`config.mk`:
```
export PLATFORM = sky130hd
export DESIGN_NAME = dpb_ctrl
export DESIGN_NICKNAME = d
export VERILOG_FILES = /design/src/rtl/dpb_pkg.sv /design/src/rtl/dpb_ctrl.sv
export SDC_FILE = /design/constraint.sdc
export NUM_CORES = 1
export LEC_CHECK = 0
export BUFFER_PORTS_ARGS = -buffer_cell sky130_fd_sc_hd__buf_4
export CAP_MARGIN = 25
export CORE_AREA = 2 2 39 41
export CTS_BUF_LIST = sky130_fd_sc_hd__clkbuf_2 sky130_fd_sc_hd__clkbuf_4 sky130_fd_sc_hd__clkbuf_8
export DETAILED_ROUTE_END_ITERATION = 12
export DIE_AREA = 0 0 41 43
export GPL_TIMING_DRIVEN = 0
export MAX_ROUTING_LAYER = met4
export PLACE_DENSITY = 0.56
export SYNTH_ARGS = -nofsm -noshare
export SYNTH_HDL_FRONTEND = slang
export SYNTH_SLANG_ARGS = --single-unit
```
`constraint.sdc`:
```
create_clock -name clock -period 1.9 [get_ports clock]
set_input_delay 0.38 -clock clock [delete_from_list [all_inputs] [get_ports clock]]
set_output_delay 0.38 -clock clock [all_outputs]
set_load 0.02 [all_outputs]
```
`src/rtl/dpb_pkg.sv`:
```
// Shared types and constants for the depth pixel back-projection block.
// Holds the configuration record, the controller command record and step codes.
// No dependencies.
package dpb_pkg;

   // Sequencer step codes; the step advances by one each cycle of work on an item.
   localparam int STEP_W = 4;
   localparam logic [STEP_W-1:0] STEP_INIT = 4'd0;
   localparam logic [STEP_W-1:0] STEP_ZHI  = 4'd1;
   localparam logic [STEP_W-1:0] STEP_P0   = 4'd2;
   localparam logic [STEP_W-1:0] STEP_P1   = 4'd3;
   localparam logic [STEP_W-1:0] STEP_P2   = 4'd4;
   localparam logic [STEP_W-1:0] STEP_P3   = 4'd5;
   localparam logic [STEP_W-1:0] STEP_LAST = 4'd8;

   // Pixel position counters.
   localparam int PIX_W = 11;

   // Configuration register map.
   localparam int CSR_IDX_W  = 3;
   localparam int CSR_DATA_W = 24;
   localparam logic [CSR_IDX_W-1:0] CSR_LINE_WIDTH       = 3'd0;
   localparam logic [CSR_IDX_W-1:0] CSR_UNIT_RECIPROCAL  = 3'd1;
   localparam logic [CSR_IDX_W-1:0] CSR_VISUAL_MAX_DEPTH = 3'd2;
   localparam logic [CSR_IDX_W-1:0] CSR_METRE_SCALE      = 3'd3;
   localparam logic [CSR_IDX_W-1:0] CSR_CENTER_COL       = 3'd4;
   localparam logic [CSR_IDX_W-1:0] CSR_CENTER_ROW       = 3'd5;
   localparam logic [CSR_IDX_W-1:0] CSR_INV_FOCAL_X      = 3'd6;
   localparam logic [CSR_IDX_W-1:0] CSR_INV_FOCAL_Y      = 3'd7;

   localparam logic [11:0] RST_LINE_WIDTH       = 12'd640;
   localparam logic [23:0] RST_UNIT_RECIPROCAL  = 24'd2097;
   localparam logic [15:0] RST_VISUAL_MAX_DEPTH = 16'd1200;
   localparam logic [23:0] RST_METRE_SCALE      = 24'd16777;
   localparam logic [15:0] RST_CENTER_COL       = 16'd5120;
   localparam logic [15:0] RST_CENTER_ROW       = 16'd3840;
   localparam logic [23:0] RST_INV_FOCAL_X      = 24'd36166;
   localparam logic [23:0] RST_INV_FOCAL_Y      = 24'd36166;

   typedef struct packed {
      logic [11:0] line_width;
      logic [23:0] unit_reciprocal;
      logic [15:0] visual_max_depth;
      logic [23:0] metre_scale;
      logic [15:0] center_col;
      logic [15:0] center_row;
      logic [23:0] inv_focal_x;
      logic [23:0] inv_focal_y;
   } cfg_type;

   typedef struct packed {
      logic              accept;
      logic              run;
      logic [STEP_W-1:0] step;
      logic              load_out;
   } cmd_type;

endpackage

```
`src/rtl/dpb_ctrl.sv`:
```
// Controller: sequences the datapath steps for one pixel and runs the
// handshakes of both channels. Depends on dpb_pkg.
module dpb_ctrl (
   input  logic             clock,
   input  logic             reset,
   input  logic             req_valid,
   output logic             req_ready,
   output logic             rsp_valid,
   input  logic             rsp_ready,
   output dpb_pkg::cmd_type cmd
);

   localparam logic [1:0] ST_IDLE = 2'd0;
   localparam logic [1:0] ST_RUN  = 2'd1;
   localparam logic [1:0] ST_HOLD = 2'd2;

   logic [1:0]                  state_ff, state_in;
   logic [dpb_pkg::STEP_W-1:0]  step_ff, step_in;
   logic                        rsp_valid_ff, rsp_valid_in;
   logic                        out_free, finish, load_out, accept;

   always_comb begin
      out_free  = !rsp_valid_ff || rsp_ready;
      finish    = ((state_ff == ST_RUN) && (step_ff == dpb_pkg::STEP_LAST)) ||
                  (state_ff == ST_HOLD);
      load_out  = finish && out_free;
      req_ready = (state_ff == ST_IDLE) || load_out;
      accept    = req_valid && req_ready;

      state_in = state_ff;
      step_in  = step_ff;
      unique case (state_ff)
         ST_IDLE: begin
            if (accept) begin
               state_in = ST_RUN;
               step_in  = dpb_pkg::STEP_INIT;
            end
         end
         ST_RUN: begin
            if (step_ff != dpb_pkg::STEP_LAST) begin
               step_in = step_ff + dpb_pkg::STEP_W'(1);
            end else if (load_out) begin
               state_in = accept ? ST_RUN : ST_IDLE;
               step_in  = dpb_pkg::STEP_INIT;
            end else begin
               state_in = ST_HOLD;
               step_in  = dpb_pkg::STEP_INIT;
            end
         end
         ST_HOLD: begin
            if (load_out) begin
               state_in = accept ? ST_RUN : ST_IDLE;
            end
         end
         default: begin
            state_in = ST_IDLE;
            step_in  = dpb_pkg::STEP_INIT;
         end
      endcase

      rsp_valid_in = load_out ? 1'b1 : (rsp_ready ? 1'b0 : rsp_valid_ff);
   end

   always_ff @(posedge clock) begin
      if (reset) begin
         state_ff     <= ST_IDLE;
         step_ff      <= dpb_pkg::STEP_INIT;
         rsp_valid_ff <= 1'b0;
      end else begin
         state_ff     <= state_in;
         step_ff      <= step_in;
         rsp_valid_ff <= rsp_valid_in;
      end
   end

   assign rsp_valid    = rsp_valid_ff;
   assign cmd.accept   = accept;
   assign cmd.run      = (state_ff == ST_RUN);
   assign cmd.step     = step_ff;
   assign cmd.load_out = load_out;

endmodule
```
; ---- Word level (Yosys, flattened, before mapping)
; Cells that the tools add are included.
[totals]
in_bits = 4
wordCells = 34
mem_bits_ro = 0
register_bits = 7
output_inout_bits = 9
latch_bits = 0
memories = 0
mem_bits_rw = 0
[op_classes]
div = 0
shifts = 0
order_cmp = 0
n_eq_ne = 7
n_reduce_logical = 11
n_mul = 0
n_mux = 11
bitwise_logic = 1
add_sub_neg = 1
[ops]
columns = cell, n
row1 = one-hot mux 4 bit (3 select lines), 1
row2 = two-way mux 2 bit, 4
row3 = two-way mux 4 bit, 2
row4 = "!= test 2 bit, second input constant", 3
row5 = one-hot mux 2 bit (3 select lines), 1
row6 = "adder 4 x 1 -> 4 bit, second input constant", 1
row7 = "equality test 4 bit, second input constant", 1
row8 = "!= test 4 bit, second input constant", 1
row9 = logical AND 1 bit, 3
row10 = logical OR 1 bit, 3
row11 = two-way mux 1 bit, 3
row12 = AND reduction 3 bit, 1
row13 = "equality test 2 x 1 -> 1 bit, second input constant", 1
row14 = "equality test 2 bit, second input constant", 1
row15 = logical NOT 2 bit, 1
row16 = AND reduction 2 bit, 1
row17 = nonzero test 2 bit, 1
row18 = logical NOT 1 bit, 1
row19 = inverter 1 bit, 1

; ---- Depth between registers and ports, before layout
; Gate-level depths: netlist of run 1.
[logic_depth]
word_depth = 10
ltp_mapped = 6
depth_no_buf = 5

; ---- Worst setup path before layout of run 1
; Ideal clock, no wire load.
[synth_path]
path_type = reg-to-output
startpoint = reg step_ff[0] (netlist name)
endpoint = out req_ready
path_slack_ns = 0.145
n_path_buf = 0
required_time_ns = 1.520
arrival_ns = 1.375
path_stages_with_launch = 6
path_cell_list = dfxtp_1 > inv_1 > ha_1 > nand3b_1 > nor3_1 > or2_2
[synth_between]
elab_chain_len = 5
[synth_rtl]
columns = item, line
row1 = from (decl), dpb_ctrl.sv:18  ; logic [dpb_pkg::STEP_W-1:0] step_ff, step_in;
row2 = from (signal assigned), dpb_ctrl.sv:67  ; step_ff <= dpb_pkg::STEP_INIT;
row3 = from (signal assigned), dpb_ctrl.sv:71  ; step_ff <= step_in;
row4 = equality test 4 bit, dpb_ctrl.sv:24  ; finish = ((state_ff == ST_RUN) && (step_ff == dpb_pkg::STEP_LAST)) ||
row5 = logical AND 1 bit, dpb_ctrl.sv:24
row6 = logical OR 1 bit, dpb_ctrl.sv:24
row7 = logical AND 1 bit, dpb_ctrl.sv:26  ; load_out = finish && out_free;
row8 = logical OR 1 bit, dpb_ctrl.sv:27  ; req_ready = (state_ff == ST_IDLE) || load_out;
row9 = to (decl), dpb_ctrl.sv:7  ; output logic req_ready,
; Every way passes these cells.

; ---- Worst setup path after layout of run 1
[layout_path]
startpoint = reg state_ff[0]
endpoint = out cmd[0] (netlist name)
[layout_between]
elab_chain_len = 4
elab_cells_between_ends = 5
[layout_rtl]
columns = item, line
row1 = from (decl), dpb_ctrl.sv:17  ; logic [1:0] state_ff, state_in;
row2 = from (signal assigned), dpb_ctrl.sv:70  ; state_ff <= state_in;
row3 = equality test 2 x 1 -> 1 bit, dpb_ctrl.sv:24
row4 = logical AND 1 bit, dpb_ctrl.sv:24
row5 = logical OR 1 bit (*), dpb_ctrl.sv:24
row6 = logical AND 1 bit (*), dpb_ctrl.sv:26
row7 = to (decl), dpb_ctrl.sv:10  ; output dpb_pkg::cmd_type cmd
; Mark *: on every way between the ends. The rest lies on a longest branch, timed or not.

==> metrics.yaml, run 1 <==
finish:
  fin_nets: 81
  drive_gt1_frac: 0.554
  fillers: 130
  fin_util: 0.488
  fin_cells: 90
  area_growth_syn_to_layout_pct: 55.6
  stdcell_area_sq_um: 676
  n_antenna_cell: 0
logic_synthesis:
  synth_edf_count: 0
  synth_cell_types: 26
  yosysMostFrequentCell: "dfxtp_1"
  syn_area_sq_um: 434
  synthesis.nets: 55
  synth_warnings: 0
  netlist_instances: 49
  yosys_register_bits: 7
  ys_seq_area_frac: 0.323
  synthTopCellsByCount: "dfxtp_1, a21oi_1, inv_1, a32oi_1"
  synth_top_area_frac: 0.323
  synthArstFlopShare: 0
  synthTopCellsByArea: "dfxtp_1, a41oi_4, a32oi_1"
  synth_flop_cell: "dfxtp_1"
  yosysTopAreaCell: "dfxtp_1"
  avgSynthCellArea_sq_um: 8.86
timing:
  period_share: 0.948
  maxSlewHeadroom: 0.834
  clock_skew_ps: 1.48
  hold_viol_final: 0
  drv_slew: 0
  worst_slew_pin_slew_ps: 249
  finalHoldWorstSlack_ps: 345
  fin_crit_ps: 1800
  setup_viol: 0
  rsz0062_at_grt: "no"
  setup-tns-final_ps: 0
  fmax_mhz: 555
outcome:
  status: "finished clean"
route:
  drt-pass1-iter-count: 2
  wirelength_um: 991
  wl_per_cell_um: 11.0
  via_per_inst: 4.80
  drtAntennaViolNets: 0
  drtIter0Drc: 1
  routed-via-count: 432
  drc: 0
worst_setup_path:
  crit_required_ps: 1520
  critical_path.top_delay_family: "buffers and inverters"
  cpMaxStageDelayCell: "dfxtp_2"
  cp.arrival_ps: 1420
  cp_slowest_stage_delay_ps: 330
  crit_path_cell_trace: "nor2b_2, buf_6, a41oi_4, nor2_1, buf_4, buf_4"
  start_kind: "register"
  crit_fanout: 8
  cpMostUsedCell: "buf_4"
  crit_buf_inv: 3
  r2r_slack_ps: 220
  path_depth: 6
  worstSetupEndpointType: "output pin"
  r2r_cells: 11
  path_class: "register to output pin"
pwr:
  power_switching_uw: 91.0
  power.density_nw_per_um2: 553
  sequentialPowerShare: 0.417
  p_leak_uw: 0.000297
  pwr-share-clk: 0.382
  ir_drop_uv: 356
  power.share.combinational: 0.201
  p_int_uw: 283
  swShare: 0.243
cts:
  insertion_delay_ps: 240
  cts_sinks: 7
  clk_path_buf_depth: 2
  cts_inserted_buffers: 3
  clockRootBuffer: "clkbuf_4"
  clkSlewWorstSetupHoldPaths_ps: 50
  cts_tree: "done"
  htree_levels: 1
  hold_buffers: 0
placed_design:
  placed_area_sq_um: 544
  place_congestion: 0.684
  port_buffers: 12
  hpwl_um: 653
  placed_cells: 77
global_route:
  grt_max_degree: 9
  grt_pass1_vias: 387
  gr-total-overflow: 0
  antenna_found_initial: 0
  grt_usage: 0.134
  grt_pass1_wl_um: 1570
die:
  start_util: 0.314
  die_h_um: 43
  io_pins: 13
  die_area_sq_um: 1760
  die_w_um: 41
  core-area_sq_um: 1380
  rows: 14
hold_path:
  worstHoldPathType: "input pin to register"
  min_delay_path_depth: 2
run:
  max_cap_violations: 0
## layout make-up
type / count / area, sq um / area share
inverter: 5 / 21.3 / 0.0315
timing repair buffer: 22 / 169 / 0.250
multi-input combinational: 34 / 269 / 0.398
clock buffer: 4 / 30.0 / 0.0444
sequential: 7 / 148 / 0.219
buffer: 2 / 18.8 / 0.0278
tap: 16 / 20.0 / 0.0296
## cells in the final DEF (no fill, tap or decap), drive strengths merged
cell,instances
a211o,1
a21oi,5
a31oi,1
a32oi,3
a41oi,1
and2b,1
and3,1
buf,24
clkbuf,4
dfxtp,7
ha,2
inv,5
nand2,1
nand2b,2
nand3,2
nand3b,1
nand4,1
nand4b,1
nor2,2
nor2b,3
nor3,2
nor3b,1
o21a,1
or2,1
or3,1
## flip-flops by register name (all words and copies together), names as in the netlist
name       cells
rsp_valid      1
step_ff        4
state_ff       2
## cells by family after synthesis
group | count (synthesis) | synth area share
simple gates | 20 | 0.282
compound gates | 12 | 0.233
flops | 7 | 0.323
fa+ha+maj | 2 | 0.0576
buf+inv | 8 | 0.104
## metrics by stage
step	power [uW]	setup WS (ps)
6_report	374	97.9
5_1_grt	401	9.81
4_1_cts	375	0.607
3_5_place_dp	223	78.3
3_3_place_gp	223	67.9
2_1_floorplan	199	145
## metal layers
layer	wire length [um]	GRT usage	vias up	share of wire
met2	518	0.181	5	0.52
met3	17	0.0314	2	0.017
met5	0	-	-	0
met1	448	0.175	198	0.45
met4	6	0.0800	0	0.0061
li1	-	-	227	-
## timing repair
item | CTS | global route
setup endpoints to repair | 3 | 3
setup buffers | 7 | 3
pin swaps | 0 | 5
gates resized for setup | 4 | 9
## path summary, 6_finish.rpt
path | from | end
max reg2reg | step_ff[1] | step_ff[3]
min | reset | step_ff[1]
min reg2reg | rsp_valid | state_ff[1]
max | state_ff[0] | cmd[0]
## power by group through the flow
stage	Clock, uW	Combinational, uW	Sequential, uW
floorplan	0	37.5	162
global placement	0	63.3	160
detailed placement	0	63.5	160
CTS	150	68.1	156
global route	163	81.6	156
finish	143	75.1	156
(Power assumes the default switching activity.)
==> run 2: changes to the inputs <==
RECOVER_POWER = 50   (was not set)
==> metrics.yaml, run 2 (synthesized netlist as in run 1, its figures left out) <==
finish:
  layout_common_cells: "buf_4, a21oi_1, clkbuf_1"  # was buf_4, a21oi_1, clkbuf_4
  n_antenna_cell: 0  # unchanged
  area_growth_syn_to_layout_pct: 50.7  # was 55.6%
  multi_input_area_sq_um: 267  # was 269 sq um
  regArea_sq_um: 148  # unchanged
  largest_register: "step_ff"  # unchanged
  fillers: 137  # was 130
  fin_nets: 81  # unchanged
  stdcell_area_sq_um: 654  # was 676 sq um
  largest_register_ffs: 4  # unchanged
  fin_cells: 90  # unchanged
  drive_gt1_frac: 0.473  # was 0.554
  final_common_cell: "buf_4"  # unchanged
pwr:
  finalPower_uw: 371  # was 374 uW
  power_switching_uw: 90.7  # was 91.0 uW
  p_leak_uw: 0.000275  # was 0.000297 uW
  power.share.combinational: 0.195  # was 0.201
  p_int_uw: 280  # was 283 uW
  swShare: 0.244  # was 0.243
  pwr-share-clk: 0.385  # was 0.382
  power.density_nw_per_um2: 567  # was 553 nW/um^2
  sequentialPowerShare: 0.420  # was 0.417
  ir_drop_uv: 356  # about the same
timing:
  setup-tns-final_ps: 0  # unchanged
  clock_skew_ps: 1.35  # was 1.48 ps
  maxSlewHeadroom: 0.837  # was 0.834
  fin_crit_ps: 1790  # was 1800 ps
  rsz0062_at_grt: "no"  # unchanged
  hold_viol_final: 0  # unchanged
  drv_slew: 0  # unchanged
  worst_slew_pin_slew_ps: 244  # was 249 ps
  fmax_mhz: 560  # was 555 MHz
  setup_viol: 0  # unchanged
  period_share: 0.940  # was 0.948
placed_design:
  placed_cells: 77  # unchanged
  hpwl_um: 653  # unchanged
  port_buffers: 12  # unchanged
  placed_area_sq_um: 544  # unchanged
  place_congestion: 0.684  # unchanged
worst_setup_path:
  crit_path_cell_trace: "nor2b_1, buf_6, a41oi_4, nor2_1, buf_4, buf_4"  # was nor2b_2, buf_6, a41oi_4, nor2_1, buf_4, buf_4
  crit_fanout: 8  # unchanged
  worstReg2RegStart: "step_ff[1]"  # unchanged
  crit_buf_inv: 3  # unchanged
  start_kind: "register"  # unchanged
  cpMostUsedCell: "buf_4"  # unchanged
  r2r_slack_ps: 230  # was 220 ps
  path_class: "register to output pin"  # unchanged
  cp.arrival_ps: 1410  # was 1420 ps
  cp_slowest_stage_delay_ps: 330  # about the same
  rr_endpoint: "step_ff[3]"  # unchanged
  critical_path.top_delay_family: "buffers and inverters"  # unchanged
  cpMaxStageDelayCell: "dfxtp_2"  # unchanged
  worstSetupEndpointType: "output pin"  # unchanged
  crit_required_ps: 1520  # about the same
  r2r_cells: 11  # unchanged
die:
  die_h_um: 43  # unchanged
  die_w_um: 41  # unchanged
  die_area_sq_um: 1760  # unchanged
  core-area_sq_um: 1380  # unchanged
  start_util: 0.314  # unchanged
  rows: 14  # unchanged
  io_pins: 13  # unchanged
cts:
  cts_sinks: 7  # unchanged
  cts_tree: "done"  # unchanged
  htree_levels: 1  # unchanged
  clkSlewWorstSetupHoldPaths_ps: 50  # about the same
  cts_inserted_buffers: 3  # unchanged
  clk_path_buf_depth: 2  # unchanged
  clockRootBuffer: "clkbuf_4"  # unchanged
  insertion_delay_ps: 240  # about the same
  hold_buffers: 0  # unchanged
hold_path:
  hold-path-endpoint: "step_ff[1]"  # unchanged
  min_delay_path_depth: 2  # unchanged
  worstHoldStart: "reset"  # unchanged
  worstHoldPathType: "input pin to register"  # unchanged
route:
  drtAntennaViolNets: 0  # unchanged
  drc: 0  # unchanged
  wl_per_cell_um: 10.9  # was 11.0 um
  drt-pass1-iter-count: 3  # was 2
  routed-via-count: 436  # was 432
  via_per_inst: 4.84  # was 4.80
  drtIter0Drc: 1  # unchanged
  wirelength_um: 983  # was 991 um
outcome:
  status: "finished clean"  # unchanged
global_route:
  grt_usage: 0.134  # unchanged
  gr-total-overflow: 0  # unchanged
  grt_pass1_vias: 387  # unchanged
  antenna_found_initial: 0  # unchanged
  grt_pass1_wl_um: 1570  # unchanged
  grt_max_degree: 9  # unchanged
run:
  max_cap_violations: 0  # unchanged
-- run 2: what timing repair did --
item,CTS,global route
hold endpoints to repair,0,0
resized for setup,4,9
buffers inserted,7,3
setup endpoints to repair,3,3
pin swaps,0,5
-- run 2: layer usage --
metal  track usage  part of all wire  up-vias
li1              -                 -      227
met1         0.175              0.45      204
met2         0.181              0.53        3
met3        0.0314             0.016        2
met4        0.0800            0.0061        0
met5             -                 0        -
-- run 2: final cells by class --
cell class / instances / area share
multi-input cells: 34 / 0.407
clock buffers: 4 / 0.0459
inverters: 5 / 0.0325
well taps: 16 / 0.0306
repair buffers: 22 / 0.229
flip-flops and latches: 7 / 0.226
plain buffers: 2 / 0.0287
-- run 2: power groups by stage --
stage                     clock, uW  combinational [uW]  sequential [uW]
after global placement            0                63.3              160
after detailed placement          0                63.5              160
final                           143                72.4              156
after global routing            163                78.8              156
after floorplan                   0                37.5              162
after CTS                       150                68.1              156
-- run 2: how the worst max path moves through the flow --
stage | startpoint | endpoint | slack (ps) | cells past startpoint
floorplan | step_ff[0] | req_ready | 140 | 5
global placement | step_ff[0] | req_ready | 70 | 6
detailed placement | step_ff[0] | cmd[6] | 80 | 7
CTS | state_ff[1] | cmd[0] | 0.6 | 6
global route | state_ff[0] | cmd[0] | 10 | 6
finish | state_ff[0] | cmd[0] | 110 | 6
-- run 2: stage by stage --
stage	setup slack, ps	util	hold WS (ps)
final	113	0.473	345
after global routing	10.2	0.473	335
after CTS	0.607	0.460	340
after detailed placement	78.3	0.393	490
after global placement	67.9	0.393	493
after floorplan	145	-	449
-- run 2: worst register-to-register path: cells and delay by family, from the launching register on --
kind,cells,cell delay [ps]
and+or+nand+nor,2,200
buffers and inverters,7,830
adders and majority gates,1,120
DFF,1,350
AOI/OAI and AO/OA,1,60
==> run 3: changes to the inputs <==
SETUP_SLACK_MARGIN = 0.4   (was not set)
==> metrics.yaml, run 3 (synthesized netlist as in run 1, its figures left out) <==
cts:
  clockRootBuffer: "clkbuf_4"  # unchanged
  cts_inserted_buffers: 3  # unchanged
  clkSlewWorstSetupHoldPaths_ps: 50  # about the same
  cts_sinks: 7  # unchanged
  hold_buffers: 0  # unchanged
  htree_levels: 1  # unchanged
  clk_path_buf_depth: 2  # unchanged
  cts_tree: "done"  # unchanged
  insertion_delay_ps: 240  # about the same
die:
  die_w_um: 41  # unchanged
  start_util: 0.314  # unchanged
  io_pins: 13  # unchanged
  die_area_sq_um: 1760  # unchanged
  rows: 14  # unchanged
  core-area_sq_um: 1380  # unchanged
  die_h_um: 43  # unchanged
pwr:
  ir_drop_uv: 290  # was 356 uV
  p_leak_uw: 0.000293  # was 0.000275 uW
  power.density_nw_per_um2: 576  # was 567 nW/um^2
run:
  max_cap_violations: 0  # unchanged
worst_setup_path:
  r2r_cells: 7  # was 11
  worstSetupEndpointType: "output pin"  # unchanged
  path_class: "register to output pin"  # unchanged
  crit_fanout: 2  # was 8
  crit_required_ps: 1520  # about the same
  start_kind: "register"  # unchanged
  cp.arrival_ps: 1410  # about the same
route:
  drtIter0Drc: 5  # was 1
  routed-via-count: 423  # was 436
  wirelength_um: 982  # was 983 um
  wl_per_cell_um: 11.2  # was 10.9 um
  drtAntennaViolNets: 0  # unchanged
  drc: 0  # unchanged
  via_per_inst: 4.81  # was 4.84
  drt-pass1-iter-count: 2  # was 3
finish:
  largest_register: "step_ff"  # unchanged
  fin_nets: 79  # was 81
  layout_common_cells: "buf_4, a21oi_1, clkbuf_4"  # was buf_4, a21oi_1, clkbuf_1
  fin_util: 0.480  # was 0.473
  n_antenna_cell: 0  # unchanged
  largest_register_ffs: 4  # unchanged
  fillers: 131  # was 137
  area_growth_syn_to_layout_pct: 53.0  # was 50.7%
  final_common_cell: "buf_4"  # unchanged
  drive_gt1_frac: 0.486  # was 0.473
hold_path:
  min_delay_path_depth: 2  # unchanged
  worstHoldPathType: "input pin to register"  # unchanged
placed_design:
  hpwl_um: 699  # was 653 um
  place_congestion: 0.689  # was 0.684
  port_buffers: 12  # unchanged
timing:
  setup_viol: 0  # unchanged
  worst_slew_pin_slew_ps: 251  # was 244 ps
  drv_slew: 0  # unchanged
  rsz0062_at_grt: "yes"  # was no
  clock_skew_ps: 4.26  # was 1.35 ps
  maxSlewHeadroom: 0.832  # was 0.837
  setup-tns-final_ps: 0  # unchanged
  fmax_mhz: 558  # was 560 MHz
  fin_crit_ps: 1790  # about the same
  period_share: 0.943  # was 0.940
  finalHoldWorstSlack_ps: 345  # about the same
  hold_viol_final: 0  # unchanged
global_route:
  grt_max_degree: 9  # unchanged
  grt_pass1_wl_um: 1580  # was 1570 um
  gr-total-overflow: 0  # unchanged
  antenna_found_initial: 0  # unchanged
  grt_pass1_vias: 397  # was 387
  grt_usage: 0.135  # was 0.134
outcome:
  status: "finished clean"  # unchanged
==> run 3: cell count changes in the layout (fill, tap and decap cells not counted), moves of 2 or more <==
cell,previous run,this run
buf_4,17,15
clkbuf_1,5,2
dfxtp_2,3,1
buf_6,2,4
==> run 3: area by class of cell <==
| class | count | area (sq um) | area share |
|---|---|---|---|
| Inverter | 5 | 23.8 | 0.0358 |
| Multi-Input combinational cell | 34 | 269 | 0.405 |
| Clock buffer | 4 | 30.0 | 0.0452 |
| Timing Repair Buffer | 19 | 143 | 0.215 |
| Tap cell | 16 | 20.0 | 0.0301 |
| Buffer | 3 | 30.0 | 0.0452 |
| Sequential cell | 7 | 149 | 0.224 |
==> run 3: worst max-delay path, stage by stage (launching register included) <==
cell and delay, ps:
dfxtp_4 350, inv_4 50, ha_4 140, nand3b_1 120, nor3_2 160, o21a_1 160, buf_6 90, buf_6 100
==> run 3: what timing repair did <==
item	CTS	global route
pin swaps	3	0
resized for setup	7	1
setup endpoints to repair	3	3
setup buffers	7	0
==> run 3: stage by stage <==
step	cells	setup WS, ps	cell area, sq um	power, uW
detailed placement	77	147	577	229
global route	88	19.9	664	400
CTS	88	111	677	391
finish	88	108	664	382
global placement	77	145	577	230
floorplan	49	338	467	205
==> run 3: final timing paths <==
| kind | slack [ps] | end | from |
|---|---|---|---|
| max reg2reg | 660 | step_ff[2] | step_ff[1] |
| min | 340 | state_ff[1] | reset |
| min reg2reg | 490 | state_ff[1] | rsp_valid |
| max | 110 | cmd[6] | step_ff[1] |
==> run 3: power breakdown <==
group          leakage, uW  switching [uW]  internal [uW]
Combinational     0.000215            39.7           42.6
Clock            0.0000184            51.3           94.2
Sequential       0.0000589            4.08            151
==> run 3: layer usage <==
metal,global-route usage,share of wire
met1,0.178,0.44
met4,0.0800,0.012
met2,0.191,0.52
met5,-,0
met3,0.0157,0.025
